`src/hdl/spq_pkg.sv`:
```
// Shared codes and controller/datapath interface types for the sorted priority queue.
// No dependencies.
`default_nettype none

package spq_pkg;

    localparam logic [1:0] FUNC_INSERT = 2'd0;
    localparam logic [1:0] FUNC_REMOVE = 2'd1;
    localparam logic [1:0] FUNC_FIND   = 2'd2;

    localparam logic [1:0] ST_DONE      = 2'd0;
    localparam logic [1:0] ST_NOT_FOUND = 2'd1;
    localparam logic [1:0] ST_FULL      = 2'd2;

    typedef enum logic [2:0] {
        RD_NONE,
        RD_SCAN,
        RD_UP,
        RD_DOWN,
        RD_HEAD
    } t_rd_mode;

    typedef enum logic [1:0] {
        PTR_ZERO,
        PTR_CNT_M1,
        PTR_IDX_P1
    } t_ptr_sel;

    typedef struct packed {
        logic     load;
        logic     pos_cap;
        logic     ptr_ld;
        t_ptr_sel ptr_sel;
        t_rd_mode rd_mode;
        logic     wr_up;
        logic     wr_down;
        logic     wr_new;
        logic     cnt_dec;
    } t_dp_cmd;

    typedef struct packed {
        logic full;
        logic rd_pend;
        logic in_range;
        logic hit_ge;
        logic hit_eq;
        logic up_ok;
        logic down_ok;
    } t_dp_stat;

endpackage

`default_nettype wire

```
`src/hdl/sorted_priority_queue_top.sv`:
```
// Top level of the sorted priority queue: controller plus datapath.
// Depends on spq_pkg, spq_controller and spq_datapath.
//
// Usage:
//   Command channel: drive i_func and i_value and raise start; the item is
//   taken on a rising edge where start is high and busy is low. busy stays
//   high until the result has been shown.
//   Result channel: o_strobe is high for one cycle with o_status, o_position,
//   o_head_value, o_head_valid and o_entry_count. The receiver cannot stall;
//   the result must be captured in that cycle.
//   Sequence: a find or remove scans from entry 0 until a hit or the end; a
//   remove that hits then shifts the later entries down. An insert scans for
//   the first entry not less than the value, then shifts the entries from
//   there on up. Scan and shift move one entry per cycle through a
//   one-read one-write memory. A full insert or an unused code skips both.
//   o_strobe comes in the cycle before the next accept; one item is in flight.
//   Reset: synchronous, active low; empties the queue, busy and o_strobe low.
//   Memory contents are not cleared; entries past the count are never used.
`default_nettype none

module sorted_priority_queue_top import spq_pkg::*; #(
    parameter int CAPACITY = 16
) (
    input  logic               i_clk,
    input  logic               i_rst_n,
    input  logic               start,
    output logic               busy,
    input  logic [1:0]         i_func,
    input  logic signed [31:0] i_value,
    output logic               o_strobe,
    output logic [1:0]         o_status,
    output logic [3:0]         o_position,
    output logic signed [31:0] o_head_value,
    output logic               o_head_valid,
    output logic [4:0]         o_entry_count
);

    t_dp_cmd  dp_cmd;
    t_dp_stat dp_stat;

    spq_controller u_ctrl (
        .i_clk    (i_clk),
        .i_rst_n  (i_rst_n),
        .i_start  (start),
        .i_func   (i_func),
        .i_stat   (dp_stat),
        .o_cmd    (dp_cmd),
        .o_busy   (busy),
        .o_strobe (o_strobe),
        .o_status (o_status)
    );

    spq_datapath #(
        .CAPACITY (CAPACITY)
    ) u_dp (
        .i_clk         (i_clk),
        .i_rst_n       (i_rst_n),
        .i_cmd         (dp_cmd),
        .i_value       (i_value),
        .o_stat        (dp_stat),
        .o_position    (o_position),
        .o_head_value  (o_head_value),
        .o_head_valid  (o_head_valid),
        .o_entry_count (o_entry_count)
    );

endmodule

`default_nettype wire

```
`src/hdl/spq_datapath.sv`:
```
// Datapath: value memory, entry count, scan/shift pointer and result fields.
// Depends on spq_pkg; driven by spq_controller commands.
`default_nettype none

module spq_datapath import spq_pkg::*; #(
    parameter int CAPACITY = 16
) (
    input  logic               i_clk,
    input  logic               i_rst_n,
    input  t_dp_cmd            i_cmd,
    input  logic signed [31:0] i_value,
    output t_dp_stat           o_stat,
    output logic [3:0]         o_position,
    output logic signed [31:0] o_head_value,
    output logic               o_head_valid,
    output logic [4:0]         o_entry_count
);

    localparam int IW = $clog2(CAPACITY);
    localparam int CW = $clog2(CAPACITY + 1);

    logic [31:0]        r_mem [CAPACITY];
    logic [31:0]        r_rdata;
    logic signed [31:0] r_value;
    logic [CW-1:0]      r_count;
    logic [CW-1:0]      r_ptr;
    logic [CW-1:0]      r_rd_idx;
    logic [IW-1:0]      r_pos;
    logic               r_rd_pend;

    logic [CW-1:0] n_ptr;
    logic          rd_en;
    logic          mem_rd;
    logic [IW-1:0] raddr;
    logic          we;
    logic [IW-1:0] waddr;
    logic [31:0]   wdata;

    always_comb begin
        o_stat.full     = (r_count == CW'(CAPACITY));
        o_stat.rd_pend  = r_rd_pend;
        o_stat.in_range = (r_rd_idx < r_count);
        o_stat.hit_ge   = ($signed(r_rdata) >= r_value);
        o_stat.hit_eq   = (r_rdata == $unsigned(r_value));
        o_stat.up_ok    = (r_ptr >= CW'(r_pos)) && (r_ptr < r_count);
        o_stat.down_ok  = (r_ptr < r_count);
    end

    always_comb begin
        rd_en  = 1'b0;
        mem_rd = 1'b0;
        raddr  = r_ptr[IW-1:0];
        n_ptr  = r_ptr;
        case (i_cmd.rd_mode)
            RD_SCAN: begin
                rd_en = 1'b1;
                n_ptr = r_ptr + 1'b1;
            end
            RD_UP: begin
                rd_en = o_stat.up_ok;
                if (o_stat.up_ok) begin
                    n_ptr = r_ptr - 1'b1;
                end
            end
            RD_DOWN: begin
                rd_en = o_stat.down_ok;
                if (o_stat.down_ok) begin
                    n_ptr = r_ptr + 1'b1;
                end
            end
            RD_HEAD: begin
                raddr  = '0;
                mem_rd = 1'b1;
            end
            default: ;
        endcase
        if (i_cmd.ptr_ld) begin
            rd_en = 1'b0;
            unique case (i_cmd.ptr_sel)
                PTR_ZERO:   n_ptr = '0;
                PTR_CNT_M1: n_ptr = r_count - 1'b1;
                PTR_IDX_P1: n_ptr = r_rd_idx + 1'b1;
                default:    n_ptr = '0;
            endcase
        end
        if (rd_en && (r_ptr < CW'(CAPACITY))) begin
            mem_rd = 1'b1;
        end
    end

    always_comb begin
        we    = 1'b0;
        waddr = r_pos;
        wdata = r_rdata;
        if (i_cmd.wr_up && r_rd_pend) begin
            we    = 1'b1;
            waddr = IW'(r_rd_idx + 1'b1);
        end
        if (i_cmd.wr_down && r_rd_pend) begin
            we    = 1'b1;
            waddr = IW'(r_rd_idx - 1'b1);
        end
        if (i_cmd.wr_new) begin
            we    = 1'b1;
            waddr = r_pos;
            wdata = r_value;
        end
    end

    always_ff @(posedge i_clk) begin
        if (we) begin
            r_mem[waddr] <= wdata;
        end
        if (mem_rd) begin
            r_rdata <= r_mem[raddr];
        end
    end

    always_ff @(posedge i_clk) begin
        if (i_cmd.load) begin
            r_value <= i_value;
        end
        if (rd_en) begin
            r_rd_idx <= r_ptr;
        end
        if (i_cmd.load) begin
            r_pos <= '0;
        end else if (i_cmd.pos_cap) begin
            r_pos <= IW'(r_rd_idx);
        end
    end

    always_ff @(posedge i_clk) begin
        if (!i_rst_n) begin
            r_count   <= '0;
            r_ptr     <= '0;
            r_rd_pend <= 1'b0;
        end else begin
            r_ptr     <= n_ptr;
            r_rd_pend <= rd_en;
            if (i_cmd.wr_new) begin
                r_count <= r_count + 1'b1;
            end else if (i_cmd.cnt_dec) begin
                r_count <= r_count - 1'b1;
            end
        end
    end

    assign o_position    = 4'(r_pos);
    assign o_entry_count = 5'(r_count);
    assign o_head_valid  = (r_count != '0);
    assign o_head_value  = o_head_valid ? $signed(r_rdata) : 32'sd0;

endmodule

`default_nettype wire

```
`src/hdl/spq_controller.sv`:
```
// Controller: sequences scan, shift, head read and result strobe for one item.
// Depends on spq_pkg; commands spq_datapath.
`default_nettype none

module spq_controller import spq_pkg::*; (
    input  logic       i_clk,
    input  logic       i_rst_n,
    input  logic       i_start,
    input  logic [1:0] i_func,
    input  t_dp_stat   i_stat,
    output t_dp_cmd    o_cmd,
    output logic       o_busy,
    output logic       o_strobe,
    output logic [1:0] o_status
);

    typedef enum logic [2:0] {
        S_IDLE,
        S_SCAN,
        S_SHIFT_UP,
        S_SHIFT_DOWN,
        S_HEAD,
        S_DONE
    } t_state;

    t_state     r_state;
    t_state     n_state;
    logic [1:0] r_func;
    logic [1:0] r_status;
    logic [1:0] n_status;
    logic       r_busy;
    logic       r_strobe;
    logic       hit;

    assign hit = (r_func == FUNC_INSERT) ? i_stat.hit_ge : i_stat.hit_eq;

    always_comb begin
        n_state  = r_state;
        n_status = r_status;
        o_cmd    = '0;
        unique case (r_state)
            S_IDLE: begin
                if (i_start) begin
                    o_cmd.load    = 1'b1;
                    o_cmd.ptr_ld  = 1'b1;
                    o_cmd.ptr_sel = PTR_ZERO;
                    n_status      = ST_DONE;
                    unique case (i_func) inside
                        FUNC_INSERT: begin
                            if (i_stat.full) begin
                                n_status = ST_FULL;
                                n_state  = S_HEAD;
                            end else begin
                                n_state = S_SCAN;
                            end
                        end
                        FUNC_REMOVE, FUNC_FIND: n_state = S_SCAN;
                        default:                n_state = S_HEAD;
                    endcase
                end
            end
            S_SCAN: begin
                o_cmd.rd_mode = RD_SCAN;
                if (i_stat.rd_pend) begin
                    if (!i_stat.in_range) begin
                        if (r_func == FUNC_INSERT) begin
                            o_cmd.pos_cap = 1'b1;
                            o_cmd.ptr_ld  = 1'b1;
                            o_cmd.ptr_sel = PTR_CNT_M1;
                            n_state       = S_SHIFT_UP;
                        end else begin
                            n_status = ST_NOT_FOUND;
                            n_state  = S_HEAD;
                        end
                    end else if (hit) begin
                        o_cmd.pos_cap = 1'b1;
                        unique case (r_func)
                            FUNC_INSERT: begin
                                o_cmd.ptr_ld  = 1'b1;
                                o_cmd.ptr_sel = PTR_CNT_M1;
                                n_state       = S_SHIFT_UP;
                            end
                            FUNC_REMOVE: begin
                                o_cmd.ptr_ld  = 1'b1;
                                o_cmd.ptr_sel = PTR_IDX_P1;
                                n_state       = S_SHIFT_DOWN;
                            end
                            default: n_state = S_HEAD;
                        endcase
                    end
                end
            end
            S_SHIFT_UP: begin
                o_cmd.rd_mode = RD_UP;
                o_cmd.wr_up   = 1'b1;
                if (!i_stat.up_ok && !i_stat.rd_pend) begin
                    o_cmd.wr_new = 1'b1;
                    n_state      = S_HEAD;
                end
            end
            S_SHIFT_DOWN: begin
                o_cmd.rd_mode = RD_DOWN;
                o_cmd.wr_down = 1'b1;
                if (!i_stat.down_ok && !i_stat.rd_pend) begin
                    o_cmd.cnt_dec = 1'b1;
                    n_state       = S_HEAD;
                end
            end
            S_HEAD: begin
                o_cmd.rd_mode = RD_HEAD;
                n_state       = S_DONE;
            end
            S_DONE: begin
                n_state = S_IDLE;
            end
            default: n_state = S_IDLE;
        endcase
    end

    always_ff @(posedge i_clk) begin
        if (!i_rst_n) begin
            r_state  <= S_IDLE;
            r_func   <= FUNC_INSERT;
            r_status <= ST_DONE;
            r_busy   <= 1'b0;
            r_strobe <= 1'b0;
        end else begin
            r_state  <= n_state;
            r_status <= n_status;
            r_busy   <= (n_state != S_IDLE);
            r_strobe <= (n_state == S_DONE);
            if ((r_state == S_IDLE) && i_start) begin
                r_func <= i_func;
            end
        end
    end

    assign o_busy   = r_busy;
    assign o_strobe = r_strobe;
    assign o_status = r_status;

endmodule

`default_nettype wire

```
`config.mk`:
```
export PLATFORM = sky130hd
export DESIGN_NAME = sorted_priority_queue_top
export DESIGN_NICKNAME = d
export VERILOG_FILES = /design/src/hdl/spq_pkg.sv /design/src/hdl/sorted_priority_queue_top.sv /design/src/hdl/spq_datapath.sv /design/src/hdl/spq_controller.sv
export SDC_FILE = /design/constraint.sdc
export NUM_CORES = 1
export LEC_CHECK = 0
export BUFFER_PORTS_ARGS = -buffer_cell sky130_fd_sc_hd__buf_4
export CAP_MARGIN = 20
export CORE_MARGIN = 10
export CORE_UTILIZATION = 65
export CTS_CLUSTER_SIZE = 10
export DETAILED_ROUTE_END_ITERATION = 8
export PLACE_DENSITY = 0.88
export SETUP_SLACK_MARGIN = 0.4
export SLEW_MARGIN = 20
export SYNTH_ARGS = -nofsm -noshare
export SYNTH_HDL_FRONTEND = slang
export SYNTH_SLANG_ARGS = --single-unit
```
`constraint.sdc`:
```
create_clock -name i_clk -period 15.4 [get_ports i_clk]
set_input_delay 2.31 -clock i_clk [delete_from_list [all_inputs] [get_ports i_clk]]
set_output_delay 2.31 -clock i_clk [all_outputs]
set_load 0.005 [all_outputs]
```
==> flow_summary.yaml <==
status:
  status: "finished clean"
setup_path:
  critPathMaxStageDelay_ns: 0.86
  required_ns: 13.09
  startpoint_type: "flop"
  setup.worst_path.end_class: "output port"
  crit_fanout: 34
  critPathKind: "flop to output port"
  crit_arrival_ns: 2.79
  worstPathCellList: "inv_1 -> ha_1 -> and3_1 -> and2_2 -> nor2b_1 -> buf_4"
  cp_slowest_cell: "and2_2"
timing:
  drv_slew: 0
  skew_ns: 0.0253
  worst_hold_slack_ns: 0.501
  finalCriticalPeriod_ns: 5.10
  tightest_slew_ns: 1.11
  max_freq_mhz: 196
  setup_tns_ns: 0
  relSlewSlack_pct: 25.7
  setup_ws_ns: 10.30
  hold_violations: 0
  setup_viol: 0
  fin_crit_sh_pct: 33.1
  rsz0062_at_grt: "no"
cells_and_area:
  layout-drive-gt1-share_pct: 21.3
  num-nets-final: 1950
  diodes: 0
  fin_cells: 2402
  area_growth_pct: 12.6
  final_util_pct: 73.9
  final_area_um2: 29300
global_route:
  first_global_vias: 16800
  antenna_found_initial: 0
  grt_max_degree: 91
  grt_usage_pct: 26.6
  use_met3_pct: 5.80
  use_met1_pct: 34.2
  grt_first_pass_wirelength_um: 98000
  grt.busiest_layer: "met2"
  grt_use_met2_pct: 43.5
  grt-ovfl-total: 0
synth:
  ys_top_cells_by_area: "edfxtp_1 67%, mux2_2 7.0%, a21oi_1 3.2%, mux2i_1 2.9%, ha_1 2.6%"
  yosysSeqAreaShare_pct: 68.9
  ys_types: 66
  synth_most_common_cell: "edfxtp_1"
  synthCells: 1773
  synth_nets: 1866
  async_flop_share_pct: 0
  ys_warn_count: 0
  synth_edf_count: 581
  netlist.area_leader.share_pct: 67.0
  ys_seq_elements: 605
  yosysTopAreaCell: "edfxtp_1"
  avgSynthCellArea_um2: 14.7
  ys_top_cells_by_count: "581 x edfxtp_1, 164 x a21oi_1, 162 x mux2_2, 83 x o21ai_0, 75 x mux2i_1"
  ys.flop_type: "edfxtp_1"
  syn-cell-area_um2: 26000
placed_design:
  place_area_um2: 27300
  gp_congestion: 0.900
  post-dp-hpwl_um: 35500
  placedCellCount: 2307
  io_buffer_count: 82
  dp_slack_ns: 10.88
clock_tree:
  post_cts_buffers: 0
  cts_buffers: 70
  cts_root_buf: "clkbuf_16"
  clock-sinks: 605
  cts_hold_buf: 0
  clkLatencyLatePin_ns: 0.58
  path_clk_slew_ns: 0.06
  cts_resized: 0
  cts_tree: "done"
  clk_path_buf_depth: 3
  cts_htree_levels: 3
pwr:
  cellLeakagePower_nw: 10.1
  power_density_nw_per_um2: 129
  peakVddDrop_mv: 0.0940
  p_total_mw: 3.77
die:
  fp.coreArea_um2: 39600
  die-area_um2: 48500
  start_util_pct: 65.7
  pin_count: 83
  die_w_um: 220
  fp.dieH_um: 220
  rows: 73
detailed_routing:
  routedWlPerCell_um: 26.9
  dr.first_iter.drc_count: 2309
  via_count: 16500
  drc: 0
  drt_wl_total_um: 64600
  first_pass_iters: 5
  vias_per_cell: 6.85
  antenna_left: 0
job:
  cap_violations: 0
hold_path:
  hold_class: "flop to flop"
placed cells by master (no fill, tap or decap), drive strengths merged, types with 10 or more instances in the layout:
master / n
a21oi: 164
o31ai: 35
edfxtp: 581
o221ai: 32
nand4: 10
and3: 37
nand2: 74
xnor2: 11
ha: 55
o21ai: 85
mux2: 164
nor2: 52
inv: 63
a221oi: 32
mux2i: 75
clkbuf: 88
a31oi: 36
nand3: 39
nor2b: 37
buf: 115
dfxtp: 24
worst paths after layout:
kind / from / endpoint / slack (ns) / cells after the start
setup / recovery: u_dp.o_entry_count[0] / o_head_value[11] / 10.30 / 6
hold / removal: u_ctrl.o_status[1] / u_ctrl.o_status[1] / 0.50 / 2
setup reg to reg: u_dp.r_ptr[0] / u_dp.r_rdata[20] / 10.85 / 10
hold reg to reg: u_ctrl.o_status[1] / u_ctrl.o_status[1] / 0.50 / 2
power breakdown:
part	internal, mW	switching [mW]	total [mW]	leakage, nW
Clock	0.852	0.598	1.45	0.941
Sequential	1.88	0.0401	1.92	5.45
Combinational	0.139	0.255	0.394	3.67
Total	2.88	0.893	3.77	10.1
routing by layer:
metal	vias to the layer above	wire (um)
met4	0	2090
met1	8054	23700
li1	7066	-
met5	-	0
met3	169	7360
met2	1165	31400
critical path: cells and delay by family, from the launching register on:
family / cells / cell delay [ns]
AND/OR/NAND/NOR: 3 / 1.28
flip-flops: 1 / 0.39
buffers and inverters: 2 / 0.32
adder cells (fa/ha/maj): 1 / 0.21
cell type report:
class / count / area (um2)
multi-input cells: 1003 / 7600
clock inverters: 4 / 35.0
fillers: 2275 / 10300
repair buffers: 115 / 956
flip-flops and latches: 605 / 17900
inverters: 62 / 234
well taps: 525 / 657
clock buffers: 88 / 1890
logic make-up (layout without fill, tap and decap cells):
kind of cell             after synthesis  after routing  share of synthesized area, %
AO/OA/AOI/OAI                        416            416                          9.91
buffers and inverters                165            269                          2.56
AND/OR/NAND/NOR                      277            277                          5.44
flip-flops                           605            605                          68.9
XOR/XNOR                              15             15                         0.505
adder cells (fa/ha/maj)               56             56                          2.72
multiplexers                         239            239                          10.0
flip-flops by register name (all words and copies together) (netlist names):
name	count
u_dp.r_mem	512
u_dp.r_rdata	32
u_dp.r_value	32
u_dp.o_entry_count	5
u_dp.r_ptr	5
u_dp.r_rd_idx	5
u_dp.o_position	4
u_ctrl.r_state	3
u_ctrl.o_status	2
u_ctrl.r_func	2
u_ctrl.o_busy	1
u_ctrl.o_strobe	1
u_dp.r_rd_pend	1
(Power assumes the default switching activity.)
